### src/rtl/etf_pkg.sv
// ----------------------------------------------------------------------------
// etf_pkg
// Shared widths, constants and small arithmetic helpers for the escape-time
// fractal pixel block.
// ----------------------------------------------------------------------------
package etf_pkg;

  localparam int MAX_DIMENSION = 4096;
  localparam int ITERATION_CAP = 512;
  localparam int FRACTION_BITS = 16;
  localparam int MIN_ITER      = 16;
  localparam int BIG_SHIFT     = 30;

  localparam int COORD_W    = 12;
  localparam int DIM_W      = 13;
  localparam int SPAN_W     = 25;
  localparam int POINT_W    = 19;
  localparam int ITER_W     = 10;
  localparam int PIX_W      = 32;
  localparam int COV_W      = 8;
  localparam int CFG_IDX_W  = 4;
  localparam int CFG_DATA_W = 32;

  localparam int MUL_W  = 32;
  localparam int PROD_W = 2 * MUL_W;
  localparam int DVD_W  = 38;
  localparam int DIFF_W = DIM_W + 1;
  localparam int OFF_W  = DVD_W + 1;
  localparam int Z_W    = 48;
  localparam int C_W    = OFF_W + 1;

  localparam logic [CFG_IDX_W-1:0] REG_MODE   = 4'd0;
  localparam logic [CFG_IDX_W-1:0] REG_PREAL  = 4'd1;
  localparam logic [CFG_IDX_W-1:0] REG_PIMAG  = 4'd2;
  localparam logic [CFG_IDX_W-1:0] REG_SPAN   = 4'd3;
  localparam logic [CFG_IDX_W-1:0] REG_MAXIT  = 4'd4;
  localparam logic [CFG_IDX_W-1:0] REG_PAL    = 4'd5;
  localparam logic [CFG_IDX_W-1:0] REG_WIDTH  = 4'd6;
  localparam logic [CFG_IDX_W-1:0] REG_HEIGHT = 4'd7;

  localparam logic [1:0] PAL_RAINBOW = 2'd0;
  localparam logic [1:0] PAL_FIRE    = 2'd1;
  localparam logic [1:0] PAL_OCEAN   = 2'd2;
  localparam logic [1:0] PAL_GRAY    = 2'd3;

  localparam int HUE_SECTOR = 171;
  localparam int SAT        = 220;
  localparam int RECIP_171  = 383;
  localparam logic [7:0] RAINBOW_P = 8'(255 * (255 - SAT) / 255);

  localparam logic signed [Z_W-1:0] Z_BIG  = Z_W'(64'd1 << BIG_SHIFT);
  localparam logic signed [Z_W-1:0] Z_NBIG = -Z_BIG;
  localparam logic signed [Z_W-1:0] ESC_LIMIT = Z_W'(64'd4 << FRACTION_BITS);

  localparam logic [PIX_W-1:0] OPAQUE_BLACK = 32'hFF00_0000;

  typedef struct packed {
    logic             in_set;
    logic [1:0]       palette;
    logic [ITER_W-1:0] hue;
  } col_req_t;

  // exact x/255 for x below 65281
  function automatic logic [7:0] div255(input logic [15:0] x);
    logic [16:0] s;
    s = 17'(x) + 17'(x[15:8]) + 17'd1;
    return s[15:8];
  endfunction

  // x/171 by reciprocal with one correction step, x up to 43605
  function automatic logic [7:0] div171(input logic [15:0] x);
    logic [24:0] m;
    logic [7:0]  q;
    logic [16:0] r;
    m = 25'(x) * 25'(RECIP_171);
    q = m[23:16];
    r = 17'(x) - 17'(q) * 17'(HUE_SECTOR);
    if (r >= 17'(HUE_SECTOR)) q = q + 8'd1;
    return q;
  endfunction

  function automatic logic [PIX_W-1:0] blend(input logic [PIX_W-1:0] o,
                                             input logic [PIX_W-1:0] n,
                                             input logic [COV_W-1:0] cov);
    logic [PIX_W-1:0] res;
    logic [7:0]       ic;
    ic = 8'd255 - cov;
    for (int i = 0; i < 4; i++) begin
      res[i*8 +: 8] = div255(16'(o[i*8 +: 8]) * 16'(ic) + 16'(n[i*8 +: 8]) * 16'(cov));
    end
    return res;
  endfunction

endpackage

### src/rtl/etf_mul.sv
// ----------------------------------------------------------------------------
// etf_mul
// Shared signed multiplier with a registered product.
// ----------------------------------------------------------------------------
module etf_mul import etf_pkg::*; (
  input  logic                     clk,
  input  logic signed [MUL_W-1:0]  a,
  input  logic signed [MUL_W-1:0]  b,
  output logic signed [PROD_W-1:0] p
);

  always_ff @(posedge clk) begin
    p <= a * b;
  end

endmodule

### config.mk
export PLATFORM = sky130hd
export DESIGN_NAME = etf_mul
export DESIGN_NICKNAME = d
export VERILOG_FILES = /design/src/rtl/etf_pkg.sv /design/src/rtl/etf_mul.sv
export SDC_FILE = /design/constraint.sdc
export NUM_CORES = 2
export LEC_CHECK = 0
export BUFFER_PORTS_ARGS = -buffer_cell sky130_fd_sc_hd__buf_2
export CAP_MARGIN = 20
export CORE_MARGIN = 2
export CORE_UTILIZATION = 55
export DETAILED_ROUTE_END_ITERATION = 8
export PLACE_DENSITY = 0.82
export SLEW_MARGIN = 30
export SYNTH_ARGS = -nofsm -noshare
export SYNTH_HDL_FRONTEND = slang
export SYNTH_SLANG_ARGS = --single-unit
### constraint.sdc
create_clock -name clk -period 10.65 [get_ports clk]
set_input_delay 0.5325 -clock clk [delete_from_list [all_inputs] [get_ports clk]]
set_output_delay 0.5325 -clock clk [all_outputs]
set_load 0.05 [all_outputs]
After elaboration in Yosys (flattened, before gate mapping)
Index checks and enable logic that the tools add are counted.
{ "totals": {"ff_bits": 64, "latch_bits": 0, "ramBits": 0, "mem_bits_ro": 0, "input_bits": 65, "output_inout_bits": 64, "word_cells": 2, "memories": 0} }
{ "classes": {"n_addsub": 0, "multipliers": 1, "div_mod_pow": 0, "magnitude_cmp": 0, "eq_ne": 0, "shifts": 0, "n_mux": 0, "n_bitwise": 0, "reduce_logical": 0} }
{ "ops": {"columns": ["op", "n"], "rows": [
  ["32-bit by 32-bit multiplier with 64-bit output", 1]
]} }

Logic depth before layout (Yosys ltp)
{ "depth": {"depth_word": 1, "depth_mapped": 28} }

Worst setup path before layout
OpenSTA, ideal clock, no wires.
{ "synth_path": {"path_kind": "in2reg", "start": "input port b[2]", "end": "register p[62]", "setup_ns": 0.072, "arrival_time_ns": 7.722, "t_required_ns": 10.578, "slack_ns": 2.857, "path_stages": 24, "path_cell_list": "clkbuf_1 > nand2_1 > inv_1 > fa_1 > fa_1 > fa_1 > fa_1 > inv_1 > fa_1 > inv_1 > fa_1 > inv_1 > fa_1 > inv_1 > fa_1 > ha_1 > and3_1 > nand2_1 > or3_1 > o22a_1 > o211ai_1 > a31oi_1 > o31ai_1 > xor2_1"} }
{ "synth_via": {"elab_chain_cells": 1} }
{ "synth_lines": {"columns": ["item", "line", "source"], "rows": [
  ["from (decl)", "etf_mul.sv:8", "input logic signed [MUL_W-1:0] b,"],
  ["32-bit by 32-bit multiplier with 64-bit output", "etf_mul.sv:13", "p <= a * b;"],
  ["to (signal assigned)", "etf_mul.sv:13", null],
  ["to (decl)", "etf_mul.sv:9", "output logic signed [PROD_W-1:0] p"]
]} }
Every way passes these cells.

Final worst setup path
{ "layout_path": {"start": "input port b[5]", "end": "register p[62]"} }
The elaborated chain is that of the path after synthesis.

==> metrics.txt <==
flip-flop count of the largest register after layout=64; biggest registers after layout=p: 64 flops; area of all placed cells without fillers=38620 sq um; Total Routing Usage GR=0.3008; flip-flop and latch count after synthesis=64; wire length of the first global-routing pass=roughly 160000 um; highest achievable clock rate=between 100 and 150 MHz; Yosys warning count=0; WL per Instance=a little over 20 um; fraction of layout instances using a drive strength above 1=0.04685; CTS-repair resized insts=0; startpoint types=primary input; post-route ant nets=0; Final Wtd Congestion=0.9425; vias per std cell=5.612; pin count of the biggest net entering global routing=33; layout filler cell count=~5500; vias in the first global route=between 30000 and 40000; count of endpoints failing hold in the final timing report=0; depth of the worst hold-timing path=3; post-synthesis instance total=around 3900; CP required=10990 ps; shortest period the worst path allows=roughly 8900 ps; Worst Setup Path Type=primary input to flip-flop; largest reg by FF count=p; HPWL after detailed placement=just under 80000 um; worst-margin pin slew=slightly above 900 ps; leading cell types by total area after synthesis=fa_1 58%, inv_1 9.6%, and2_1 8.7%, ha_1 6.2%, nand2_1 5.2%; commonest register cell after synthesis=dfxtp_1; via count=about 26000; unrepaired setup endpoints after global routing=no; origin of the worst setup path=b[5]; share of synthesized area occupied by flip-flops and latches=0.03440; setup_tns=0 ps; number of I/O port buffers=~130; net total in the final layout=5169; Min-Delay Path Class=primary input to flip-flop; number of antenna violations at the first check in global routing=8; DIE HEIGHT=264.2 um; cts bufs inserted=9; width of the die=264.2 um; GR Overflow Total=0; number of remaining DRC errors=0; Hold-fix buffers, CTS=0; Post CTS Setup Buffer Count=0; library cell used as clock root buffer=clkbuf_16; max incr delay on CP=about 890 ps; ys async rst share=0; outcome=finished, final reports clean; Post-Syn Nets=about 5200; dominant cell type by area after synthesis=fa_1; final count of negative-setup-slack endpoints=0; Sinks on Clock Net=64; routed wire length=~100000 um; register clock-pin slew on the reported worst setup and hold paths=approximately 70 ps; worst slew margin relative to its limit=0.3834; synthesized area=about 37000 sq um; EDFF count, synth=0; count of TritonRoute iterations in the first routing pass=8; crit-path max FO=32; post-synthesis average cell area=about 9.6 sq um; share of the synthesized area in the top cell type=0.5816; crit path DAT=approximately 9300 ps; CTS HTree Levels=3; most used cell along the critical path=fa_1; TritonCTS clock tree=built; P&R area growth vs syn=3.692%; number of distinct library cell variants in the gate-level netlist after synthesis=between 60 and 70; placed instance area=38330 sq um; clock buffer depth=2; dominant cell by count in the synthesized netlist=fa_1; cell row count=95; Initial DRC Count=roughly 2000; most common library cells after synthesis=1082 x fa_1, 952 x inv_1, 516 x and2_1; fin crit share=0.8377; Std-Cell Core Area=between 60000 and 70000 sq um; Worst Hold Launch=a[0]; slowest cell on the critical path=fa_1; total of max-cap violations=0; count of pins over their slew limit=0; crit path capture type=flip-flop; IO Pins=roughly 130; initial core utilization=0.5545; area of the die=around 70000 sq um
[cell families (layout without fill, tap and decap cells)]
family / after synthesis / count (layout) / synth area share
buffers and inverters: 1152 / 1110 / 0.1162
and+or+nand+nor: 1134 / 1134 / 0.1537
DFF: 64 / 64 / 0.03440
other: 0 / 4 / 0
xor gates and xnor gates: 75 / 75 / 0.01764
AOI/OAI and AO/OA: 193 / 193 / 0.03464
adders and majority gates: 1266 / 1266 / 0.6434
[through the flow]
stage	util	hold slack, ps	instances	setup slack [ps]
after floorplan	-	659.8	3884	2857
after global placement	0.5708	1001	4700	1494
after detailed placement	0.5708	1000	4700	1347
after CTS	0.5749	759.0	4715	1745
after global routing	0.5749	788.0	4717	1296
final	0.5750	769.7	4719	1729
[cells in the final DEF, fill, tap and decap left out, drive strengths merged, types with 3 or more instances in the layout]
cell type  instances
a211oi             8
a21boi             3
a21o              25
a21oi             68
a31oi             13
and2             516
and3               9
and4               4
buf              143
clkbuf            12
dfxtp             64
diode              4
fa              1082
ha               184
inv              952
nand2            511
nand2b             9
nand3             15
nand4              7
nor2              42
nor2b              3
nor3               7
o211ai             3
o21a               4
o21ai             31
o21bai            15
o31ai              7
or3                5
xnor2             53
xor2              22
[cell type report]
class / count / area [sq um] / area share
diodes: 4 / 10.01 / 0.0002592
clock buffers: 12 / 256.5 / 0.006642
clock inverters: 3 / 17.52 / 0.0004536
inverters: 952 / 3573 / 0.09254
multi-input cells: 2668 / 31630 / 0.8191
flip-flops and latches: 64 / 1281 / 0.03318
well taps: 873 / 1092 / 0.02829
repair buffers: 143 / 753.2 / 0.01950
[worst paths after layout]
| path | endpoint |
|---|---|
| max | p[62] |
| min | p[0] |
[worst max-delay path, delay by kind of cell]
| kind | cells | cell delay (ps) |
|---|---|---|
| AOI/OAI and AO/OA | 3 | 1060 |
| adders and majority gates | 9 | 4760 |
| and+or+nand+nor | 4 | 950 |
| xor gates and xnor gates | 1 | 160 |
| buffers and inverters | 8 | 1760 |
[routing by layer]
layer / vias to the layer above / GRT usage / share of wire
met5: - / 0 / 0.00033
met4: 6 / 0.1479 / 0.054
met3: 377 / 0.07000 / 0.094
met2: 1411 / 0.5086 / 0.50
met1: 13736 / 0.3635 / 0.35
li1: 10952 / - / -
Power is left out: the tool's default activity adds up to more than one toggle a clock period on the data nets, which glitch-free logic cannot reach.
