`src/rtl/etf_pkg.sv`:
```
// ----------------------------------------------------------------------------
// etf_pkg
// Shared widths, constants and small arithmetic helpers for the escape-time
// fractal pixel block.
// ----------------------------------------------------------------------------
package etf_pkg;

  localparam int MAX_DIMENSION = 4096;
  localparam int ITERATION_CAP = 512;
  localparam int FRACTION_BITS = 16;
  localparam int MIN_ITER      = 16;
  localparam int BIG_SHIFT     = 30;

  localparam int COORD_W    = 12;
  localparam int DIM_W      = 13;
  localparam int SPAN_W     = 25;
  localparam int POINT_W    = 19;
  localparam int ITER_W     = 10;
  localparam int PIX_W      = 32;
  localparam int COV_W      = 8;
  localparam int CFG_IDX_W  = 4;
  localparam int CFG_DATA_W = 32;

  localparam int MUL_W  = 32;
  localparam int PROD_W = 2 * MUL_W;
  localparam int DVD_W  = 38;
  localparam int DIFF_W = DIM_W + 1;
  localparam int OFF_W  = DVD_W + 1;
  localparam int Z_W    = 48;
  localparam int C_W    = OFF_W + 1;

  localparam logic [CFG_IDX_W-1:0] REG_MODE   = 4'd0;
  localparam logic [CFG_IDX_W-1:0] REG_PREAL  = 4'd1;
  localparam logic [CFG_IDX_W-1:0] REG_PIMAG  = 4'd2;
  localparam logic [CFG_IDX_W-1:0] REG_SPAN   = 4'd3;
  localparam logic [CFG_IDX_W-1:0] REG_MAXIT  = 4'd4;
  localparam logic [CFG_IDX_W-1:0] REG_PAL    = 4'd5;
  localparam logic [CFG_IDX_W-1:0] REG_WIDTH  = 4'd6;
  localparam logic [CFG_IDX_W-1:0] REG_HEIGHT = 4'd7;

  localparam logic [1:0] PAL_RAINBOW = 2'd0;
  localparam logic [1:0] PAL_FIRE    = 2'd1;
  localparam logic [1:0] PAL_OCEAN   = 2'd2;
  localparam logic [1:0] PAL_GRAY    = 2'd3;

  localparam int HUE_SECTOR = 171;
  localparam int SAT        = 220;
  localparam int RECIP_171  = 383;
  localparam logic [7:0] RAINBOW_P = 8'(255 * (255 - SAT) / 255);

  localparam logic signed [Z_W-1:0] Z_BIG  = Z_W'(64'd1 << BIG_SHIFT);
  localparam logic signed [Z_W-1:0] Z_NBIG = -Z_BIG;
  localparam logic signed [Z_W-1:0] ESC_LIMIT = Z_W'(64'd4 << FRACTION_BITS);

  localparam logic [PIX_W-1:0] OPAQUE_BLACK = 32'hFF00_0000;

  typedef struct packed {
    logic             in_set;
    logic [1:0]       palette;
    logic [ITER_W-1:0] hue;
  } col_req_t;

  // exact x/255 for x below 65281
  function automatic logic [7:0] div255(input logic [15:0] x);
    logic [16:0] s;
    s = 17'(x) + 17'(x[15:8]) + 17'd1;
    return s[15:8];
  endfunction

  // x/171 by reciprocal with one correction step, x up to 43605
  function automatic logic [7:0] div171(input logic [15:0] x);
    logic [24:0] m;
    logic [7:0]  q;
    logic [16:0] r;
    m = 25'(x) * 25'(RECIP_171);
    q = m[23:16];
    r = 17'(x) - 17'(q) * 17'(HUE_SECTOR);
    if (r >= 17'(HUE_SECTOR)) q = q + 8'd1;
    return q;
  endfunction

  function automatic logic [PIX_W-1:0] blend(input logic [PIX_W-1:0] o,
                                             input logic [PIX_W-1:0] n,
                                             input logic [COV_W-1:0] cov);
    logic [PIX_W-1:0] res;
    logic [7:0]       ic;
    ic = 8'd255 - cov;
    for (int i = 0; i < 4; i++) begin
      res[i*8 +: 8] = div255(16'(o[i*8 +: 8]) * 16'(ic) + 16'(n[i*8 +: 8]) * 16'(cov));
    end
    return res;
  endfunction

endpackage

```
`src/rtl/etf_color.sv`:
```
// ----------------------------------------------------------------------------
// etf_color
// Three-stage palette lookup: hue sector, sector remainder, channel values.
// ----------------------------------------------------------------------------
module etf_color import etf_pkg::*; (
  input  logic             clk,
  input  logic             rst,
  input  logic             start,
  input  col_req_t         req,
  output logic             valid,
  output logic [PIX_W-1:0] colour
);

  logic [2:0] vld;
  col_req_t   req1, req2;
  logic [7:0] region1, region2;
  logic [7:0] hr1;
  logic [7:0] rem2;
  logic [7:0] region_c;
  logic [7:0] sr, tr, q, t, v;
  logic [PIX_W-1:0] col_c;

  assign region_c = div171(16'(req.hue));

  always_comb begin
    sr = div255(16'(rem2) * 16'(SAT));
    tr = div255(16'(8'd255 - rem2) * 16'(SAT));
    q  = 8'd255 - sr;
    t  = 8'd255 - tr;
    v  = req2.hue[7:0];
    col_c = OPAQUE_BLACK;
    if (!req2.in_set) begin
      case (req2.palette)
        PAL_RAINBOW: begin
          case (region2)
            8'd0:    col_c = {8'hFF, 8'hFF, t, RAINBOW_P};
            8'd1:    col_c = {8'hFF, q, 8'hFF, RAINBOW_P};
            8'd2:    col_c = {8'hFF, RAINBOW_P, 8'hFF, t};
            8'd3:    col_c = {8'hFF, RAINBOW_P, q, 8'hFF};
            8'd4:    col_c = {8'hFF, t, RAINBOW_P, 8'hFF};
            default: col_c = {8'hFF, 8'hFF, RAINBOW_P, q};
          endcase
        end
        PAL_FIRE:  col_c = {8'hFF, v, v, 8'd255 - (v >> 1)};
        PAL_OCEAN: col_c = {8'hFF, v >> 1, v, 8'd255 - v};
        default:   col_c = {8'hFF, v, v, v};
      endcase
    end
  end

  always_ff @(posedge clk) begin
    if (rst) begin
      vld <= '0;
    end else begin
      vld <= {vld[1:0], start};
    end
    req1    <= req;
    region1 <= region_c;
    hr1     <= 8'(16'(req.hue) - 16'(region_c) * 16'(HUE_SECTOR));
    req2    <= req1;
    region2 <= region1;
    rem2    <= div171(16'(hr1) * 16'd255);
    colour  <= col_c;
  end

  assign valid = vld[2];

endmodule

```
`config.mk`:
```
export PLATFORM = sky130hd
export DESIGN_NAME = etf_color
export DESIGN_NICKNAME = d
export VERILOG_FILES = /design/src/rtl/etf_pkg.sv /design/src/rtl/etf_color.sv
export SDC_FILE = /design/constraint.sdc
export NUM_CORES = 1
export LEC_CHECK = 0
export ABC_AREA = 1
export BUFFER_PORTS_ARGS = -buffer_cell sky130_fd_sc_hd__buf_2
export CAP_MARGIN = 20
export CELL_PAD_IN_SITES_DETAIL_PLACEMENT = 2
export CELL_PAD_IN_SITES_GLOBAL_PLACEMENT = 2
export CORE_MARGIN = 8
export CORE_UTILIZATION = 30
export DETAILED_ROUTE_END_ITERATION = 8
export GPL_TIMING_DRIVEN = 0
export PLACE_DENSITY_LB_ADDON = 0.25
export SLEW_MARGIN = 5
export SYNTH_ARGS = -nofsm -noshare
export SYNTH_HDL_FRONTEND = slang
export SYNTH_SLANG_ARGS = --single-unit
```
`constraint.sdc`:
```
create_clock -name clk -period 11.35 [get_ports clk]
set_input_delay 2.27 -clock clk [delete_from_list [all_inputs] [get_ports clk]]
set_output_delay 2.27 -clock clk [all_outputs]
set_load 0.005 [all_outputs]
```
After elaboration in Yosys (flattened, before gate mapping):

Index checks and enable logic that the tools add are counted.

* word-level logic and storage cells: 48
* memories: 0
* bits of input ports: 16
* bits in latches: 0
* bits in writable memories: 0
* memory bits (read-only): 0
* register bits after elaboration: 81
* output and inout bits: 33

* div/mod/pow operators: 0
* $mul: 8
* equal/unequal tests: 6
* shift-type cells: 0
* $add $sub $neg: 14
* $lt $le $gt $ge: 2
* bitwise gates (word level): 0
* reductions and logical operators: 2
* multiplexer cells: 4

Operators with widths (count)
* one-hot mux 24 bit (5 select lines): 1
* one-hot mux 24 bit (3 select lines): 1
* >= comparator 17 x 8 -> 1 bit, second input constant: 2
* adder 16 x 1 -> 16 bit, second input constant: 2
* adder 16 x 8 -> 16 bit: 2
* multiplier 8 x 8 -> 16 bit, second input constant: 2
* multiplier 16 x 9 -> 24 bit, second input constant: 1
* subtractor 8 bit, first input constant: 3
* multiplier 10 x 9 -> 19 bit, second input constant: 1
* subtractor 16 x 16 -> 17 bit: 1
* multiplier 16 x 6 -> 14 bit, second input constant: 1
* multiplier 8 x 6 -> 14 bit, second input constant: 1
* subtractor 10 x 11 -> 12 bit: 1
* multiplier 3 x 8 -> 11 bit, second input constant: 1
* subtractor 8 x 8 -> 9 bit, first input constant: 1
* adder 8 x 1 -> 8 bit, second input constant: 1
* == test 4 x 2 -> 1 bit, second input constant: 2
* zero test 8 bit: 1
* multiplier 4 x 8 -> 8 bit, second input constant: 1
* 2-to-1 mux 8 bit: 1
* subtractor 8 x 7 -> 8 bit, first input constant: 1
* subtractor 8 bit: 1
* adder 3 x 1 -> 4 bit, second input constant: 1
* == test 4 x 1 -> 1 bit, second input constant: 1
* other kinds (5): 5

Depth between registers and ports, before layout:

Gate-level depths: netlist of run 1.

* word-level depth: 7
* depth in mapped cells: 68

Least setup slack after synthesis of run 1:

Ideal clock, no wire load.

* path type: reg-to-reg
* from: register hr1[5]
* to: register rem2[4]
* library setup time: 0.118 ns
* arrival time: 11.434 ns
* slack: -0.202 ns
* cell stages (with the launch flop): 58
* path through: dfxtp_1 -> inv_1 -> fa_1 -> inv_1 -> fa_1 -> inv_1 -> fa_1 -> fa_1 -> inv_1 -> ha_1 -> inv_1 -> nor4_1 -> nand2_1 -> nand2_1 -> nand2_1 -> nand2_1 -> nand2_1 -> nand2_2 -> [... 22 more ...] -> nor2_1 -> ha_1 -> fa_1 -> fa_1 -> inv_1 -> ha_1 -> nand2_1 -> nor3_1 -> a21o_2 -> nand2_2 -> a21oi_4 -> a31oi_4 -> o31a_1 -> a21oi_2 -> nand2_2 -> buf_6 -> nand2_1 -> o21ai_2

* cells in the longest elaborated chain, start to end: 6

RTL lines
* start, declared: RTL line etf_color.sv:17 `logic [7:0] hr1;`
* start signal, assigned: RTL line etf_color.sv:59 `hr1 <= 8'(16'(req.hue) - 16'(region_c) * 16'(HUE_SECTOR));`
* multiplier 8 x 8 -> 16 bit (*): RTL line etf_color.sv:62 `rem2 <= div171(16'(hr1) * 16'd255);`
* multiplier 16 x 9 -> 24 bit: RTL line etf_pkg.sv:75 `m = 25'(x) * 25'(RECIP_171);`
* multiplier 8 x 8 -> 16 bit: RTL line etf_pkg.sv:77 `r = 17'(x) - 17'(q) * 17'(HUE_SECTOR);`
* subtractor 16 x 16 -> 17 bit: RTL line etf_pkg.sv:77
* >= comparator 17 x 8 -> 1 bit: RTL line etf_pkg.sv:78 `if (r >= 17'(HUE_SECTOR)) q = q + 8'd1;`
* 2-to-1 mux 8 bit (*): RTL line etf_pkg.sv:78
* end signal, assigned: RTL line etf_color.sv:62
* end, declared: RTL line etf_color.sv:18 `logic [7:0] rem2;`

Every way passes the cells marked *; elsewhere a longest branch is shown, timed or not.
A chain may end at the register's enable or synchronous reset.

Final worst setup path of run 1:

* from: register hr1[2]
* to: register rem2[7]

The elaborated chain is that of the path after synthesis.

==> run_results.csv, run 1 <==
group,metric,value,unit
final_layout,drive_above_1_share,0.207,
synthesis,netlist_top_cells_area,"fa_1 (25%), ha_1 (23%), inv_1 (13%)",
timing,min_period,11.91,ns
detailed_routing,avgRoutedWirePerCell,17.0,microns
global_route,grt.busiest_layer,"met2",
timing,period_share,1.05,
detailed_routing,drcViolationCount,0,
synthesis,synth_top_area_frac,0.250,
final_layout,fin_util,0.370,
global_route,grt_pass1_vias,14700,
timing,timing.final.ws_setup,-0.556,ns
synthesis,synth-edff-count,0,
clock_network,path_clk_slew,0.07,ns
detailed_routing,viasPerCell,4.61,
die,dieArea,0.0588,sq mm
timing,rsz0062_at_grt,"yes",
global_route,use_met3,0.00981,
die,dieHeight,243,microns
clock_network,numCtsBuffers,9,
synthesis,synth_commonest_cells,"inv_1 (532), ha_1 (282), nand2_1 (273)",
die,start_util,0.302,
outcome,status,"finished with violations",
synthesis,yosysMostFrequentCell,"inv_1",
detailed_routing,finalWirelength,46.7,mm
place,portBuffers,40,
setup_path,cpMostUsedCell,"fa_1",
global_route,grt.met1_usage,0.189,
global_route,grt_pass1_wl,74.8,mm
timing,fmax,0.0840,GHz
setup_path,required,11.58,ns
place,place_hpwl,37.7,mm
synthesis,synth_top_area_cell,"fa_1",
die,die_w,243,microns
detailed_routing,num_vias,12700,
setup_path,worst_path_max_delay_cell,"fa_2",
final_layout,final_cells,2755,
synthesis,ys_seq_area_frac,0.0949,
detailed_routing,ant_nets,0,
timing,slew_violations,0,
timing,hold_viol,0,
timing,holdWs,0.324,ns
final_layout,area_delta_synth_final,22.7,%
global_route,grt-ovfl-total,0,
synthesis,ys_seq_elements,73,
synthesis,synth_area,0.0154,sq mm
setup_path,r2r_cells,60,
min_path,hp-class,"flip-flop to flip-flop",
synthesis,synth_ff_type,"dfxtp_1",
die,rows,83,
place,place_congestion,0.792,
timing,maxSlewHeadroom,0.280,
setup_path,start_kind,"flip-flop",
synthesis,ys_warn_count,0,
synthesis,async_reset_ff_frac,0,
detailed_routing,first_pass_iters,4,
setup_path,cp_max_fo,6,
timing,worst_slew_pin_slew,1.07,ns
timing,setup_viol,8,
global_route,track_usage,0.154,
timing,skew,0.00577,ns
outcome,violations,"setup timing",
setup_path,worstPathArrival,12.13,ns
place,post-place-cells,2638,
global_route,use_met2,0.292,
clock_network,cts_max_level,3,
synthesis,synth_cell_types,58,
synthesis,syn-instance-count,1911,
clock_network,clock-sinks,73,
setup_path,path_class,"flip-flop to flip-flop",
setup_path,end_kind,"flip-flop",
global_route,grt_max_degree,16,
setup_path,max_stage_delay,0.58,ns
final_layout,nets,2560,
final_layout,num_antenna_cells,0,
clock_network,cts.path.max_buffers,2,
clock_network,cts_tree,"built",
global_route,antenna_found_initial,0,
die,core,0.0510,sq mm
flow_run,drv_cap,0,
clock_network,root_buffer,"clkbuf_16",
clock_network,clk_latency,0.35,ns
detailed_routing,drt_first_iter_violations,275,
synthesis,avgSynthCellArea,8.06,sq um
die,num_io_pins,49,
min_path,hold_depth,0,
-- state kept, by name (all words and copies together) (netlist names) --
| signal | count |
|---|---|
| colour | 24 |
| req1 | 11 |
| req2 | 11 |
| hr1 | 8 |
| rem2 | 8 |
| region1 | 4 |
| region2 | 4 |
| vld | 3 |
-- routing by layer --
metal / wire (microns) / share of wire
met5: 0 / 0
met4: 589 / 0.013
met3: 362 / 0.0077
met2: 25100 / 0.54
met1: 20700 / 0.44
-- cell usage in the layout, fill, tap and decap left out, drive strengths merged, types with 5 or more instances in the layout --
| master | synthesis | layout |
|---|---|---|
| nand2 | 284 | 284 |
| nor3 | 17 | 17 |
| nand3 | 69 | 69 |
| o221ai | 5 | 5 |
| clkbuf | 4 | 14 |
| buf | 9 | 149 |
| fa | 192 | 192 |
| a21oi | 106 | 106 |
| o21bai | 10 | 10 |
| nor2 | 77 | 77 |
| inv | 542 | 543 |
| xor2 | 66 | 66 |
| nand4 | 18 | 18 |
| o2111ai | 6 | 6 |
| o22ai | 6 | 6 |
| or2 | 9 | 9 |
| xnor2 | 29 | 29 |
| conb | 1 | 8 |
| a21o | 8 | 8 |
| o21ai | 54 | 54 |
| ha | 282 | 282 |
| dfxtp | 73 | 73 |
| o211ai | 11 | 11 |
-- through the flow --
step                      area (sq um)  setup TNS (ns)  setup slack, ns
final                            18900           -4.01           -0.556
after global routing             18900           -8.49            -1.07
after CTS                        18000           -2.76           -0.357
after detailed placement         16500          -18.90            -1.93
after global placement           16500          -15.56            -1.62
after floorplan                  15500               0          0.00987
-- worst max-delay path, delay by kind of cell, from the launching register on --
family                     cells  cell delay (ns)
adders and majority gates     15             5.82
and+or+nand+nor               19             1.91
AOI/OAI and AO/OA              9             1.72
buffers and inverters         14             1.26
xor gates and xnor gates       3             0.71
DFF                            1             0.37
-- cells by family after synthesis --
group | synth area share
other | 0.000244
XOR/XNOR | 0.0604
AO/OA/AOI/OAI | 0.0899
flip-flops | 0.0949
AND/OR/NAND/NOR | 0.137
buffers and inverters | 0.139
adder cells (fa/ha/maj) | 0.479
-- repair_timing --
item	4_1_cts	5_1_grt
gates cloned	1	0
setup endpoints to repair	12	13
resized for setup	169	122
hold buffers	0	0
buffers inserted	56	42
pin swaps	80	93
-- area by class of cell --
class | instances | area (sq um)
fill | 5647 | 32100
multi-input combinational | 1286 | 13000
inverter | 546 | 2090
sequential | 73 | 1490
timing repair buffer | 141 | 1050
tap | 680 | 851
clock buffer | 9 | 225
clock inverter | 7 | 108
buffer | 13 | 86.3
-- final timing paths --
check                                end      from  slack, ns
worst min-delay path            req2[11]  req1[11]       0.32
worst min register to register  req2[11]  req1[11]       0.32
worst max-delay path             rem2[7]    hr1[2]      -0.56
worst max register to register   rem2[7]    hr1[2]      -0.56
Power of run 1 is not shown: default switching activity piles up to over one toggle a cycle in this logic, so the estimate is an artifact.
==> run 2: changes to the inputs <==
CORE_MARGIN = not set   (was 8)
clock period = 12.7 ns   (was 11.35 ns; I/O delays follow)
==> run_results.csv, run 2 (synthesis results as in run 1) <==
group,metric,value,unit
final_layout,layout_common_cells,"inv_1 (522), ha_1 (272), nand2_1 (266)",
clock_network,clock-sinks,73,
clock_network,clk_latency,0.35,ns
setup_path,worst_path_max_delay_cell,"fa_1",
detailed_routing,viasPerCell,4.60,
die,start_util,0.306,
setup_path,cp_max_fo,10,
min_path,worstHoldStart,"region1[0]",
clock_network,cts-hold-fix-buffers,0,
final_layout,reg_top3,"colour x24, req1 x11, req2 x11",
final_layout,drive_above_1_share,0.124,
timing,maxSlewHeadroom,0.239,
timing,hold_viol,0,
detailed_routing,drcViolationCount,0,
final_layout,area_delta_synth_final,14.5,%
timing,skew,0.0105,ns
timing,holdWs,0.321,ns
clock_network,numCtsBuffers,9,
setup_path,start_kind,"flip-flop",
place,place_area,0.0165,sq mm
setup_path,path_class,"flip-flop to flip-flop",
global_route,antenna_found_initial,0,
setup_path,r2r_cells,62,
timing,period_share,0.951,
timing,worst_slew_pin_slew,1.13,ns
detailed_routing,ant_nets,0,
setup_path,end_kind,"flip-flop",
clock_network,root_buffer,"clkbuf_16",
detailed_routing,num_vias,12400,
final_layout,nets,2498,
die,num_io_pins,49,
die,die_w,229,microns
timing,fmax,0.0828,GHz
timing,timing.final.ws_setup,0.622,ns
detailed_routing,drt_first_iter_violations,270,
place,place_hpwl,37.5,mm
timing,slew_violations,0,
final_layout,regMostFlops,"colour",
final_layout,largest_reg_flops,24,
final_layout,design_area,0.0176,sq mm
setup_path,required,12.94,ns
place,place_ws,-0.818,ns
final_layout,num_antenna_cells,0,
timing,setup_viol,0,
detailed_routing,first_pass_iters,4,
min_path,hp-class,"flip-flop to flip-flop",
setup_path,max_stage_delay,0.55,ns
global_route,track_usage,0.168,
clock_network,cts_max_level,3,
detailed_routing,finalWirelength,42.6,mm
global_route,grt-ovfl-total,0,
setup_path,cpMostUsedCell,"inv_1",
timing,min_period,12.08,ns
setup_path,worstPathArrival,12.32,ns
die,dieArea,0.0522,sq mm
global_route,grt_pass1_vias,14200,
clock_network,path_clk_slew,0.07,ns
setup_path,regToRegEndpoint,"rem2[7]",
clock_network,cts_tree,"built",
die,rows,82,
detailed_routing,avgRoutedWirePerCell,15.9,microns
global_route,grt_max_degree,16,
outcome,status,"finished, final reports clean",
min_path,holdPathEnd,"region2[0]",
flow_run,drv_cap,0,
final_layout,final_common_cell,"inv_1",
min_path,hold_depth,0,
place,place_congestion,0.798,
final_layout,fillerInstances,5786,
die,dieHeight,229,microns
clock_network,cts.path.max_buffers,2,
setup_path,ff2ff_setup_slack,0.62,ns
setup_path,timing.rr.start,"hr1[5]",
global_route,grt_pass1_wl,71.4,mm
place,portBuffers,40,
die,core,0.0504,sq mm
-- run 2: changes by cell type in the layout (fill, tap and decap cells not counted), sizes merged --
cell    delta
buf       -62
inv        +2
clkinv     -1
bufinv     -1
-- run 2: how the worst max path moves through the flow --
stage	slack, ns	depth (start not counted)	startpoint	to
after floorplan	1.15	57	hr1[5]	rem2[4]
after global placement	-0.53	64	hr1[0]	rem2[5]
after detailed placement	-0.82	64	hr1[0]	rem2[7]
after CTS	0.004	64	hr1[5]	rem2[7]
after global routing	-0.04	62	hr1[5]	rem2[6]
final	0.62	62	hr1[5]	rem2[7]
-- run 2: per-layer routing --
layer  up-vias  wire (microns)  global-route usage
li1       6067               -                   -
met4         0             318              0.0197
met3        22             415              0.0111
met1      6218           19400               0.211
met5         -               0                   0
met2        45           22500               0.319
-- run 2: repair_timing --
action | 4_1_cts | 5_1_grt
endpoints found under the setup margin | 8 | 11
pin swaps | 7 | 43
resized for setup | 44 | 80
setup buffers | 13 | 25
gates cloned | 0 | 0
-- run 2: layout make-up --
class / count / area (sq um) / area share
multi-input combinational: 1286 / 12300 / 0.700
buffer: 13 / 90.1 / 0.00511
clock inverter: 7 / 82.6 / 0.00469
tap: 672 / 841 / 0.0477
clock buffer: 9 / 225 / 0.0128
sequential: 73 / 1480 / 0.0841
timing repair buffer: 79 / 498 / 0.0283
inverter: 546 / 2060 / 0.117
-- run 2: stage by stage --
| step | instances | util | TNS [ns] |
|---|---|---|---|
| final | 2685 | 0.350 | 0 |
| after detailed placement | 2630 | 0.327 | -6.31 |
| after global placement | 2630 | 0.327 | -3.94 |
| after global routing | 2685 | 0.350 | -0.111 |
| after floorplan | 1918 | - | 0 |
| after CTS | 2659 | 0.339 | 0 |
-- run 2: critical path, delay by kind of cell, from the launching register on --
family	cells	cell delay [ns]
buffers and inverters	17	1.23
and+or+nand+nor	17	1.90
xor gates and xnor gates	3	0.64
DFF	1	0.38
AOI/OAI and AO/OA	10	1.79
adders and majority gates	15	6.02
Power of run 2 is left out for the same reason.
