==> src/rtl/etf_pkg.sv <==
// ----------------------------------------------------------------------------
// etf_pkg
// Shared widths, constants and small arithmetic helpers for the escape-time
// fractal pixel block.
// ----------------------------------------------------------------------------
package etf_pkg;

  localparam int MAX_DIMENSION = 4096;
  localparam int ITERATION_CAP = 512;
  localparam int FRACTION_BITS = 16;
  localparam int MIN_ITER      = 16;
  localparam int BIG_SHIFT     = 30;

  localparam int COORD_W    = 12;
  localparam int DIM_W      = 13;
  localparam int SPAN_W     = 25;
  localparam int POINT_W    = 19;
  localparam int ITER_W     = 10;
  localparam int PIX_W      = 32;
  localparam int COV_W      = 8;
  localparam int CFG_IDX_W  = 4;
  localparam int CFG_DATA_W = 32;

  localparam int MUL_W  = 32;
  localparam int PROD_W = 2 * MUL_W;
  localparam int DVD_W  = 38;
  localparam int DIFF_W = DIM_W + 1;
  localparam int OFF_W  = DVD_W + 1;
  localparam int Z_W    = 48;
  localparam int C_W    = OFF_W + 1;

  localparam logic [CFG_IDX_W-1:0] REG_MODE   = 4'd0;
  localparam logic [CFG_IDX_W-1:0] REG_PREAL  = 4'd1;
  localparam logic [CFG_IDX_W-1:0] REG_PIMAG  = 4'd2;
  localparam logic [CFG_IDX_W-1:0] REG_SPAN   = 4'd3;
  localparam logic [CFG_IDX_W-1:0] REG_MAXIT  = 4'd4;
  localparam logic [CFG_IDX_W-1:0] REG_PAL    = 4'd5;
  localparam logic [CFG_IDX_W-1:0] REG_WIDTH  = 4'd6;
  localparam logic [CFG_IDX_W-1:0] REG_HEIGHT = 4'd7;

  localparam logic [1:0] PAL_RAINBOW = 2'd0;
  localparam logic [1:0] PAL_FIRE    = 2'd1;
  localparam logic [1:0] PAL_OCEAN   = 2'd2;
  localparam logic [1:0] PAL_GRAY    = 2'd3;

  localparam int HUE_SECTOR = 171;
  localparam int SAT        = 220;
  localparam int RECIP_171  = 383;
  localparam logic [7:0] RAINBOW_P = 8'(255 * (255 - SAT) / 255);

  localparam logic signed [Z_W-1:0] Z_BIG  = Z_W'(64'd1 << BIG_SHIFT);
  localparam logic signed [Z_W-1:0] Z_NBIG = -Z_BIG;
  localparam logic signed [Z_W-1:0] ESC_LIMIT = Z_W'(64'd4 << FRACTION_BITS);

  localparam logic [PIX_W-1:0] OPAQUE_BLACK = 32'hFF00_0000;

  typedef struct packed {
    logic             in_set;
    logic [1:0]       palette;
    logic [ITER_W-1:0] hue;
  } col_req_t;

  // exact x/255 for x below 65281
  function automatic logic [7:0] div255(input logic [15:0] x);
    logic [16:0] s;
    s = 17'(x) + 17'(x[15:8]) + 17'd1;
    return s[15:8];
  endfunction

  // x/171 by reciprocal with one correction step, x up to 43605
  function automatic logic [7:0] div171(input logic [15:0] x);
    logic [24:0] m;
    logic [7:0]  q;
    logic [16:0] r;
    m = 25'(x) * 25'(RECIP_171);
    q = m[23:16];
    r = 17'(x) - 17'(q) * 17'(HUE_SECTOR);
    if (r >= 17'(HUE_SECTOR)) q = q + 8'd1;
    return q;
  endfunction

  function automatic logic [PIX_W-1:0] blend(input logic [PIX_W-1:0] o,
                                             input logic [PIX_W-1:0] n,
                                             input logic [COV_W-1:0] cov);
    logic [PIX_W-1:0] res;
    logic [7:0]       ic;
    ic = 8'd255 - cov;
    for (int i = 0; i < 4; i++) begin
      res[i*8 +: 8] = div255(16'(o[i*8 +: 8]) * 16'(ic) + 16'(n[i*8 +: 8]) * 16'(cov));
    end
    return res;
  endfunction

endpackage

==> src/rtl/etf_div.sv <==
// ----------------------------------------------------------------------------
// etf_div
// Shared unsigned restoring divider, one quotient bit per cycle.
// ----------------------------------------------------------------------------
module etf_div import etf_pkg::*; (
  input  logic             clk,
  input  logic             rst,
  input  logic             start,
  input  logic [DVD_W-1:0] dividend,
  input  logic [DIM_W-1:0] divisor,
  output logic             busy,
  output logic             done,
  output logic [DVD_W-1:0] quotient
);

  localparam int CNT_W = $clog2(DVD_W + 1);

  logic [DIM_W-1:0] dsr;
  logic [DIM_W-1:0] rem;
  logic [CNT_W-1:0] cnt;
  logic [DIM_W:0]   acc;
  logic             fits;

  assign acc  = {rem, quotient[DVD_W-1]};
  assign fits = acc >= {1'b0, dsr};

  always_ff @(posedge clk) begin
    if (rst) begin
      busy <= 1'b0;
      done <= 1'b0;
      cnt  <= '0;
    end else begin
      done <= 1'b0;
      if (start) begin
        busy     <= 1'b1;
        cnt      <= CNT_W'(DVD_W);
        dsr      <= divisor;
        rem      <= '0;
        quotient <= dividend;
      end else if (busy) begin
        rem      <= fits ? DIM_W'(acc - {1'b0, dsr}) : acc[DIM_W-1:0];
        quotient <= {quotient[DVD_W-2:0], fits};
        cnt      <= cnt - 1'b1;
        if (cnt == CNT_W'(1)) begin
          busy <= 1'b0;
          done <= 1'b1;
        end
      end
    end
  end

endmodule

==> config.mk <==
export PLATFORM = sky130hd
export DESIGN_NAME = etf_div
export DESIGN_NICKNAME = d
export VERILOG_FILES = /design/src/rtl/etf_pkg.sv /design/src/rtl/etf_div.sv
export SDC_FILE = /design/constraint.sdc
export NUM_CORES = 1
export LEC_CHECK = 0
export BUFFER_PORTS_ARGS = -buffer_cell sky130_fd_sc_hd__buf_2
export CAP_MARGIN = 30
export CORE_UTILIZATION = 40
export DETAILED_ROUTE_END_ITERATION = 12
export GPL_TIMING_DRIVEN = 0
export PLACE_DENSITY = 0.75
export SLEW_MARGIN = 20
export SYNTH_ARGS = -nofsm -noshare
export SYNTH_HDL_FRONTEND = slang
export SYNTH_SLANG_ARGS = --single-unit
==> constraint.sdc <==
create_clock -name clk -period 6.26 [get_ports clk]
set_input_delay 1.878 -clock clk [delete_from_list [all_inputs] [get_ports clk]]
set_output_delay 1.878 -clock clk [all_outputs]
set_load 0.05 [all_outputs]
== Word level (Yosys, flattened, before mapping) ==
Cells that the tools add are included.

* Flip-flop bits (word level): 72
* Bits of input ports: 54

* Add/subtract/negate cells: 2
* Magnitude comparators: 1
* Eq/ne operators: 1
* Mux-type cells: 10
* Bitwise gates (word level): 2
* Reduce and logical (&&, ||, !) cells: 5

{| class="wikitable"
|+ Operators by type and width
! operator !! number
|-
| $mux W38 || 2
|-
| $mux W13 || 2
|-
| $ge A14 B13 Y1 || 1
|-
| $sub A13 B13 Y13 || 1
|-
| $mux W6 || 2
|-
| $eq A6 B1 Y1 const B || 1
|-
| $sub A6 B1 Y6 const B || 1
|-
| $mux W1 || 4
|-
| $reduce_and A2 Y1 || 2
|-
| $reduce_or A3 Y1 || 1
|-
| $not A1 Y1 || 2
|-
| $reduce_bool A2 Y1 || 1
|-
| $reduce_or A2 Y1 || 1
|}

== Longest topological paths before layout ==
Gate-level depths: netlist of the first run.

* Depth in word-level cells: 4
* Mapped depth: 10
* Depth with buffers taken out: 9

== Worst setup path before layout of the first run ==
OpenSTA, ideal clock, no wires.

* Path type: in2reg
* From: input port start
* To: register quotient[0] (enable)
* Library setup time: 0.460 ns
* Arrival: 4.692 ns
* Setup slack: 1.108 ns
* Stages: 4
* Cells stage by stage: clkbuf_1 > buf_1 > nor2_1 > nor2_1

* Word-level cells in the longest chain between the ends: 2

{| class="wikitable"
|+ Ends and longest elaborated chain
! element !! RTL line !! RTL
|-
| start, declared || etf_div.sv:8 || <nowiki>input logic start,</nowiki>
|-
| $reduce_bool A2 Y1 (no source line) || n/a ||
|-
| $reduce_and A2 Y1 (no source line) || n/a ||
|-
| end signal, assigned || etf_div.sv:39 || <nowiki>quotient <= dividend;</nowiki>
|-
| end signal, assigned || etf_div.sv:42 || <nowiki>quotient <= {quotient[DVD_W-2:0], fits};</nowiki>
|-
| end, declared || etf_div.sv:13 || <nowiki>output logic [DVD_W-1:0] quotient</nowiki>
|}

Every way passes these cells.
A chain may end at the register's enable or synchronous reset.

== Worst setup path in the final report of the first run ==
* From: input port start
* To: register rem[2] (enable)

* Word-level cells in the longest chain between the ends: 2

{| class="wikitable"
|+ Ends and longest elaborated chain
! element !! RTL line !! RTL
|-
| $reduce_bool A2 Y1 (no source line) || n/a ||
|-
| $reduce_and A2 Y1 (no source line) || n/a ||
|-
| end signal, assigned || etf_div.sv:41 || <nowiki>rem <= fits ? DIM_W'(acc - {1'b0, dsr}) : acc[DIM_W-1:0];</nowiki>
|-
| end, declared || etf_div.sv:19 || <nowiki>logic [DIM_W-1:0] rem;</nowiki>
|}

Every way passes these cells.

==> results of run 1 <==
[flip-flops by register name, indices dropped and copies added (netlist names)]
register  flops
done          1
dsr          13
rem          13
quotient     38
cnt           6
busy          1
[power by group through the flow]
stage / logic (mW) / clock network (mW) / registers [mW]
2_1_floorplan: 0.160 / 0 / 0.653
3_3_place_gp: 0.277 / 0 / 0.599
3_5_place_dp: 0.291 / 0 / 0.597
4_1_cts: 0.291 / 0.492 / 0.587
5_1_grt: 0.317 / 0.512 / 0.591
6_report: 0.290 / 0.484 / 0.587
[metal layers]
metal	routed length (µm)	GRT usage, %	up-vias
li1	-	-	1218
met5	0	0	-
met2	3624	27.68	83
met1	3109	21.07	1191
met4	124	7.233	0
met3	586	6.792	9
[layout make-up]
class                   instances  area, µm²
well taps                     108      135.1
clock buffers                   9      123.9
clock inverters                 7      143.9
repair buffers                 93      503.0
inverters                      18      67.56
flip-flops and latches         72       2082
fillers                       721       4215
plain buffers                   8      37.54
multi-input cells             172       1413
[worst reg2reg max path: cells and delay by family, from the launching register on]
family                   cells  cell delay (ns)
AO/OA/AOI/OAI                3             0.86
adder cells (fa/ha/maj)      2             0.62
buffers and inverters        2             0.30
flip-flops                   1             0.37
AND/OR/NAND/NOR              3             0.55
[how the worst min path moves through the flow]
stage	startpoint	end
3_5_place_dp	quotient[25]	quotient[26]
6_report	cnt[0]	cnt[0]
3_3_place_gp	cnt[4]	cnt[4]
2_1_floorplan	cnt[0]	cnt[0]
4_1_cts	cnt[0]	cnt[0]
5_1_grt	quotient[5]	quotient[6]
[kinds of logic (layout without fill, tap and decap cells)]
| group | after synthesis | in the layout |
|---|---|---|
| muxes | 44 | 44 |
| AOI/OAI and AO/OA | 46 | 46 |
| xor gates and xnor gates | 12 | 12 |
| buffers and inverters | 26 | 135 |
| and+or+nand+nor | 54 | 54 |
| adders and majority gates | 16 | 16 |
| DFF | 72 | 72 |
[through the flow]
step	setup TNS (ns)	power, mW	util (%)	worst slack [ns]
after detailed placement	0	0.8880	48.59	2.395
final	0	1.361	51.66	2.805
after CTS	0	1.371	51.66	2.783
after global routing	0	1.421	51.66	2.655
after global placement	-7.338	0.8757	47.93	-0.1470
after floorplan	0	0.8127	-	1.108
[Yosys cell counts, drive strengths merged (6+ instances only)]
cell | instances | area (µm²)
xnor2 | 8 | 70.07
a211oi | 6 | 55.05
inv | 17 | 63.81
a21oi | 13 | 65.06
nor2 | 18 | 67.56
ha | 15 | 187.7
nand2 | 11 | 43.80
nor3 | 7 | 35.03
dfxtp | 8 | 160.2
o21ai | 6 | 30.03
mux2 | 38 | 427.9
mux2i | 6 | 60.06
edfxtp | 64 | 1922
==> impl_metrics.py, run 1 <==
metrics = {
    "power": {
        "switchingPower_mw": 0.3727,
        "peakVddDrop_uv": 267.5,
        "p_seq_share_pct": 43.1,
        "power_switching_share_pct": 27.39,
        "pwr-share-comb_pct": 21.3,
        "powerDensity_nw_per_um2": 302.0,
        "power.leakage_nw": 1.837,
        "power_frac_clock_pct": 35.6,
        "intPower_mw": 0.9880,
    },
    "clocking": {
        "clkTransAtPathRegs_ns": 0.08,
        "cts_buffers": 9,
        "cts_resized": 0,
        "clock-sinks": 72,
        "clockRootBuffer": "clkbuf_8",
        "post_cts_buffers": 0,
        "clockBufferDepth": 2,
        "worstSkewPairLatency_ns": 0.35,
        "cts_hold_buf": 0,
        "h-tree-depth": 3,
        "cts_tree": "yes",
    },
    "final_layout": {
        "fin_cells": 487,
        "num_antenna_cells": 0,
        "final_common_cell": "buf_2",
        "drive_gt1_share_pct": 41.95,
        "layout_common_cells": "buf_2, edfxtp_1, mux2_2",
        "final_cell_area_um2": 4506,
        "nets": 444,
        "area.growth.synth_to_final_pct": 25.51,
    },
    "worst_setup_path": {
        "r2r-start": "quotient[37]",
        "worst-path-stages": 6,
        "path_delay_family": "buffers and inverters",
        "cp_max_fo": 26,
        "cp_slowest_cell": "buf_1",
        "cp_num_buf_inv": 4,
        "endpoint_kind": "register",
        "r2r_slack_ns": 3.40,
        "reg2reg_to": "rem[10]",
        "path_cells": "clkbuf_1 -> buf_1 -> nor2_1 -> nor2_4 -> buf_12 -> buf_16",
        "crit_end": "rem[2]",
        "startpoint": "start",
        "critPathArrivalTime_ns": 3.51,
        "path_class": "in -> reg",
        "max_stage_delay_ns": 0.46,
        "worstRegToRegCells": 10,
        "startpoint_type": "input port",
        "worstPathRequired_ns": 6.31,
    },
    "routing": {
        "vias": 2501,
        "drt_drc_violations_left": 0,
        "firstDrtPassIters": 4,
        "wl_per_cell_um": 15.29,
        "wirelength_um": 7444,
        "ant_nets": 0,
        "drtIter0Drc": 136,
        "vias_per_cell": 5.136,
    },
    "synth": {
        "syn_area_um2": 3590,
        "synth_cell_types": 47,
        "synthArstFlopShare_pct": 0,
        "synth_xor_area_share_pct": 2.928,
        "synth_compound_area_share_pct": 9.341,
        "postSynthAreaPerCell_um2": 13.30,
        "ys_ff_latch": 72,
        "synth_ff_type": "edfxtp_1",
        "synth_fa_ha_area_share_pct": 5.786,
        "synth_edf_count": 64,
        "yosysWarnings": 0,
        "syn-num-nets": 340,
        "synth_top_family_by_area": "multiplexers",
        "synth-simple-area-share_pct": 7.424,
        "ys_seq_area_share_pct": 58.00,
        "synth_mux_area_share_pct": 13.59,
        "synthCells": 270,
    },
    "timing": {
        "drv_slew": 0,
        "hold_viol_final": 0,
        "tightestPinTransition_ns": 0.7359,
        "whs_ns": 0.5750,
        "rsz0062_at_grt": "false",
        "max_slew_margin_pct": 50.89,
        "skew_ns": 0.009108,
        "setup_viol": 0,
        "max_freq_mhz": 289.4,
        "finalCritPeriodShare_pct": 55.20,
        "min_period_ns": 3.455,
    },
    "placed_design": {
        "dpl_cell_area_um2": 4238,
        "place.gp.congestion": 0.7993,
        "io_buffers": 91,
        "dp.cells": 471,
        "dpl.hpwl_um": 5580,
    },
    "global_routing": {
        "grt_pass1_wl_um": 12640,
        "grt_usage_pct": 17.40,
        "grt.overflow.total": 0,
        "antenna_found_initial": 0,
        "grt_max_degree": 27,
        "grt_pass1_vias": 2567,
    },
    "floorplan": {
        "initial_utilization_pct": 41.16,
        "coreArea_um2": 8721,
        "die_w_um": 96.73,
        "rows": 34,
        "die_h_um": 96.73,
        "boundaryPins": 94,
        "die-area_um2": 9357,
    },
    "worst_hold_path": {
        "hold_path_depth": 2,
        "hp-class": "reg -> reg",
    },
    "run": {
        "drv_cap": 0,
    },
    "outcome": {
        "status": "finished, final reports clean",
    },
}
Power figures use the tool's default switching activity.
==> run 2, diff against run 1 <==
--- a/config.mk
+++ b/config.mk
@@ -10,7 +10,7 @@
 export CORE_UTILIZATION = 40
 export DETAILED_ROUTE_END_ITERATION = 12
 export GPL_TIMING_DRIVEN = 0
-export PLACE_DENSITY = 0.75
+export PLACE_DENSITY = 0.78
 export SLEW_MARGIN = 20
 export SYNTH_ARGS = -nofsm -noshare
 export SYNTH_HDL_FRONTEND = slang
==> constraint.sdc (replaced) <==
create_clock -name clk -period 2.9 [get_ports clk]
set_input_delay 0.87 -clock clk [delete_from_list [all_inputs] [get_ports clk]]
set_output_delay 0.87 -clock clk [all_outputs]
set_load 0.05 [all_outputs]
==> run 2 against run 1 <==
Die area did not move. Largest cell class unchanged. Sequential power rose by 120%. Total power rose by 110%. Wire length rose by 0.11%. Largest power group unchanged. Flip-flop and latch count did not move. Via count rose by 1.3%. Design area rose by 0.44%. Worst setup slack got worse by 2.6 ns. Register-to-register slack got worse by 3.2 ns.
==> impl_metrics.py, run 2 (synthesis gave the netlist of run 1 again) <==
metrics = {
    "power": {
        "p_seq_share_pct": 43.7,
        "switchingPower_mw": 0.8169,
        "powerDensity_nw_per_um2": 641.9,
        "pwr-share-comb_pct": 22.2,
        "power_switching_share_pct": 28.12,
        "power.leakage_nw": 1.853,
        "peakVddDrop_uv": 411.1,
        "power_frac_clock_pct": 34.2,
        "intPower_mw": 2.088,
        "power.total_mw": 2.905,
    },
    "clocking": {
        "cts_tree": "yes",
        "worstSkewPairLatency_ns": 0.35,
        "clkTransAtPathRegs_ns": 0.08,
        "clockRootBuffer": "clkbuf_8",
        "h-tree-depth": 3,
        "cts_buffers": 9,
        "clock-sinks": 72,
        "clockBufferDepth": 2,
    },
    "final_layout": {
        "num_antenna_cells": 0,
        "final_common_cell": "buf_2",
        "fin_cells": 490,
        "largest_registers": "quotient x38, dsr x13, rem x13",
        "area.growth.synth_to_final_pct": 26.07,
        "drive_gt1_share_pct": 42.41,
        "largest_register_ffs": 38,
        "layout_common_cells": "buf_2, edfxtp_1, mux2_2",
        "nets": 447,
        "top_register": "quotient",
    },
    "global_routing": {
        "grt.overflow.total": 0,
        "grt_pass1_wl_um": 12540,
        "grt_util_met2_pct": 26.71,
        "globalRouteMet3Util_pct": 4.480,
        "grt_pass1_vias": 2616,
        "grt_usage_pct": 16.82,
        "grt_max_degree": 25,
        "grt-busiest-layer": "met2",
        "antenna_found_initial": 0,
        "grt.met1_usage_pct": 21.95,
    },
    "timing": {
        "tightestPinTransition_ns": 0.7757,
        "min_period_ns": 2.663,
        "max_freq_mhz": 375.5,
        "max_slew_margin_pct": 48.23,
        "drv_slew": 0,
        "setup_viol": 0,
        "hold_viol_final": 0,
        "finalCritPeriodShare_pct": 91.83,
        "rsz0062_at_grt": "false",
        "skew_ns": 0.007606,
        "worst_slack_ns": 0.2368,
    },
    "worst_hold_path": {
        "hp-class": "reg -> reg",
    },
    "floorplan": {
        "die-area_um2": 9357,
        "initial_utilization_pct": 41.16,
        "rows": 34,
        "die_w_um": 96.73,
        "die_h_um": 96.73,
        "boundaryPins": 94,
        "coreArea_um2": 8721,
    },
    "worst_setup_path": {
        "path_delay_family": "adder cells",
        "worstPathRequired_ns": 3.08,
        "path_class": "reg -> reg",
        "cp_max_fo": 10,
        "max_stage_delay_ns": 0.41,
        "startpoint_type": "register",
        "critPathArrivalTime_ns": 2.85,
        "path_cells": "inv_1 -> ha_1 -> fa_1 -> and2b_1 -> o2111ai_1 -> and3_4 -> o31ai_4 -> buf_4 -> buf_6 -> nor2_1 -> a211oi_2",
        "cp_num_buf_inv": 3,
        "cp_slowest_cell": "fa_1",
        "endpoint_kind": "register",
    },
    "routing": {
        "vias": 2533,
        "drtIter0Drc": 119,
        "wl_per_cell_um": 15.21,
        "drt_drc_violations_left": 0,
        "vias_per_cell": 5.169,
        "wirelength_um": 7452,
        "firstDrtPassIters": 4,
        "ant_nets": 0,
    },
    "outcome": {
        "status": "finished, final reports clean",
    },
    "run": {
        "drv_cap": 0,
    },
    "placed_design": {
        "dpl.hpwl_um": 5464,
        "io_buffers": 91,
        "dp.cells": 471,
        "place.gp.congestion": 0.7895,
        "dp_slack_ns": 0.004824,
    },
}
## run 2: layout make-up
cell class	instances	area [µm²]
fill	732	4195
clock buffer	10	137.6
sequential	72	2082
timing repair buffer	96	538.0
buffer	8	37.54
inverter	18	67.56
clock inverter	6	115.1
tap	108	135.1
multi-input combinational	172	1413
## run 2: final timing paths
check | end | from | depth (start not counted) | slack [ns]
setup / recovery | rem[0] | quotient[37] | 11 | 0.24
hold / removal | cnt[0] | cnt[0] | 2 | 0.57
setup reg to reg | rem[0] | quotient[37] | 11 | 0.24
hold reg to reg | cnt[0] | cnt[0] | 2 | 0.57
## run 2: timing repair
action	CTS	global route
endpoints found under the setup margin	2	0
gates resized for setup	0	0
hold endpoints to repair	0	0
setup buffers	3	0
hold buffers	0	0
## run 2: stage by stage
stage | cell area (µm²) | util, % | setup TNS, ns | hold WS (ns)
2_1_floorplan | 3597 | - | 0 | 0.5293
3_3_place_gp | 4188 | 48.02 | -25.16 | 0.5509
3_5_place_dp | 4238 | 48.59 | 0 | 0.5628
4_1_cts | 4526 | 51.89 | 0 | 0.5786
5_1_grt | 4526 | 51.89 | 0 | 0.5982
6_report | 4526 | 51.89 | 0 | 0.5714
## run 2: power by group through the flow
stage / logic (mW) / registers (mW) / clock network (mW)
global placement: 0.597 / 1.29 / 0
CTS: 0.645 / 1.27 / 1.01
finish: 0.644 / 1.27 / 0.993
floorplan: 0.347 / 1.41 / 0
detailed placement: 0.624 / 1.29 / 0
global route: 0.699 / 1.28 / 1.05
## run 2: worst register-to-register path: stages, from the launching register on
cell and delay (ns):
edfxtp_1 0.39, inv_1 0.06, ha_1 0.21, fa_1 0.41, and2b_1 0.24, o2111ai_1 0.14, and3_4 0.24, o31ai_4 0.23
buf_4 0.19, buf_6 0.16, nor2_1 0.06, a211oi_2 0.19
## run 2: per-layer routing
layer	share of wire [%]	up-vias
li1	-	1226
met1	43	1188
met2	47	109
met3	8.4	10
met4	1.5	0
met5	0	-
==> run 3, diff against run 2 <==
--- a/config.mk
+++ b/config.mk
@@ -11,6 +11,7 @@
 export DETAILED_ROUTE_END_ITERATION = 12
 export GPL_TIMING_DRIVEN = 0
 export PLACE_DENSITY = 0.78
+export SETUP_SLACK_MARGIN = 0.4
 export SLEW_MARGIN = 20
 export SYNTH_ARGS = -nofsm -noshare
 export SYNTH_HDL_FRONTEND = slang
==> run 3 against run 2 <==
Sequential share of layout area is 0.14 points lower. Via count up 2.1%. Non-clock buffer count is 4 higher. Fmax grew 7.9%. Critical path depth decreased by 2. Design area increased by 0.30%. Sequential power hardly changed. Critical path type unchanged.
==> impl_metrics.py, run 3 (synthesis gave the netlist of run 1 again) <==
metrics = {
    "outcome": {
        "status": "finished, final reports clean",
    },
    "global_routing": {
        "grt_pass1_wl_um": 13100,
        "grt.overflow.total": 0,
        "grt.met1_usage_pct": 20.92,
        "antenna_found_initial": 0,
        "globalRouteMet3Util_pct": 6.431,
        "grt-busiest-layer": "met2",
        "grt_usage_pct": 17.82,
        "grt_max_degree": 27,
        "grt_util_met2_pct": 29.20,
        "grt_pass1_vias": 2763,
    },
    "worst_setup_path": {
        "r2r-start": "dsr[7]",
        "critPathArrivalTime_ns": 2.58,
        "cp_max_fo": 7,
        "path_class": "reg -> reg",
        "reg2reg_to": "quotient[0]",
        "startpoint_type": "register",
        "worstPathRequired_ns": 3.01,
        "r2r_slack_ns": 0.43,
        "worstRegToRegCells": 9,
        "endpoint_kind": "register",
    },
    "floorplan": {
        "initial_utilization_pct": 41.16,
        "die-area_um2": 9357,
        "rows": 34,
        "die_w_um": 96.73,
        "boundaryPins": 94,
        "die_h_um": 96.73,
        "coreArea_um2": 8721,
    },
    "final_layout": {
        "layout_common_cells": "buf_2, edfxtp_1, mux2_2",
        "largest_register_ffs": 38,
        "drive_gt1_share_pct": 45.60,
        "nets": 451,
        "num_antenna_cells": 0,
        "area.growth.synth_to_final_pct": 26.46,
        "fin_util_pct": 52.05,
        "top_register": "quotient",
        "final_common_cell": "buf_2",
        "largest_registers": "quotient x38, dsr x13, rem x13",
    },
    "worst_hold_path": {
        "whs_endpoint": "cnt[5]",
        "min_from": "cnt[5]",
        "hold_path_depth": 2,
        "hp-class": "reg -> reg",
    },
    "routing": {
        "vias": 2585,
        "firstDrtPassIters": 4,
        "vias_per_cell": 5.233,
        "ant_nets": 0,
        "wl_per_cell_um": 16.28,
        "drt_drc_violations_left": 0,
        "wirelength_um": 8044,
        "drtIter0Drc": 99,
    },
    "clocking": {
        "cts_buffers": 9,
        "clockRootBuffer": "clkbuf_8",
        "clockBufferDepth": 2,
        "clock-sinks": 72,
        "worstSkewPairLatency_ns": 0.35,
        "h-tree-depth": 3,
        "clkTransAtPathRegs_ns": 0.08,
        "cts_tree": "yes",
    },
    "power": {
        "peakVddDrop_uv": 387.6,
        "power.leakage_nw": 1.851,
        "powerDensity_nw_per_um2": 604.9,
    },
    "placed_design": {
        "io_buffers": 91,
        "dpl.hpwl_um": 5791,
        "place.gp.congestion": 0.8258,
        "dp_slack_ns": 0.1201,
    },
    "timing": {
        "tightestPinTransition_ns": 0.7896,
        "hold_viol_final": 0,
        "max_slew_margin_pct": 47.23,
        "setup_viol": 0,
        "min_period_ns": 2.467,
        "max_freq_mhz": 405.3,
        "rsz0062_at_grt": "true",
        "worst_slack_ns": 0.4329,
        "skew_ns": 0.01447,
        "finalCritPeriodShare_pct": 85.07,
        "drv_slew": 0,
    },
    "run": {
        "drv_cap": 0,
    },
}
[run 3: layout make-up]
| cell class | count | area, µm² |
|---|---|---|
| plain buffers | 8 | 50.05 |
| clock buffers | 12 | 166.4 |
| clock inverters | 4 | 33.78 |
| fillers | 735 | 4182 |
| inverters | 18 | 67.56 |
| multi-input cells | 172 | 1444 |
| flip-flops and latches | 72 | 2082 |
| well taps | 108 | 135.1 |
| repair buffers | 100 | 560.5 |
[run 3: where the power goes]
group          switching (mW)  total (mW)  internal, mW  leakage [nW]
combinational           0.403       0.682         0.280          1.08
sequential             0.0418        1.27          1.23         0.677
clock                   0.400       0.794         0.394        0.0987
[run 3: per-stage QoR]
| step | total power, mW | instances | TNS, ns | instance area [µm²] | hold WS (ns) |
|---|---|---|---|---|---|
| floorplan | 1.759 | 270 | 0 | 3620 | 0.5293 |
| global placement | 1.894 | 469 | -0.01345 | 4210 | 0.5480 |
| detailed placement | 1.919 | 470 | 0 | 4233 | 0.5638 |
| CTS | 2.719 | 490 | 0 | 4467 | 0.5856 |
| global route | 2.858 | 494 | 0 | 4539 | 0.5804 |
| finish | 2.746 | 494 | 0 | 4539 | 0.5790 |
[run 3: worst max path at each step]
stage	start	end	cells past startpoint	slack (ns)
2_1_floorplan	quotient[37]	rem[1]	10	0.1
3_3_place_gp	start	dsr[2]	3	-0.002
3_5_place_dp	quotient[37]	rem[10]	10	0.12
4_1_cts	rem[6]	quotient[0]	8	0.41
5_1_grt	dsr[7]	quotient[0]	9	0.34
6_report	dsr[7]	quotient[0]	9	0.43
[run 3: repair_timing]
action	CTS	global route
pin swaps	1	2
setup buffers	4	3
hold buffers	0	0
resized for setup	1	8
endpoints found under the setup margin	14	13
gates cloned	0	1
[run 3: layer usage]
| metal | routed length (µm) | vias to the layer above |
|---|---|---|
| li1 | - | 1232 |
| met1 | 3302 | 1226 |
| met2 | 3895 | 112 |
| met3 | 685 | 15 |
| met4 | 161 | 0 |
| met5 | 0 | - |
[run 3: worst max-delay path, cell delays in order, from the launching register on]
cell,delay (ns)
edfxtp_1,0.37
inv_1,0.07
ha_2,0.31
a211oi_2,0.20
o21bai_1,0.16
a221oi_2,0.37
o31ai_4,0.14
buf_6,0.17
clkbuf_16,0.16
mux2_2,0.26
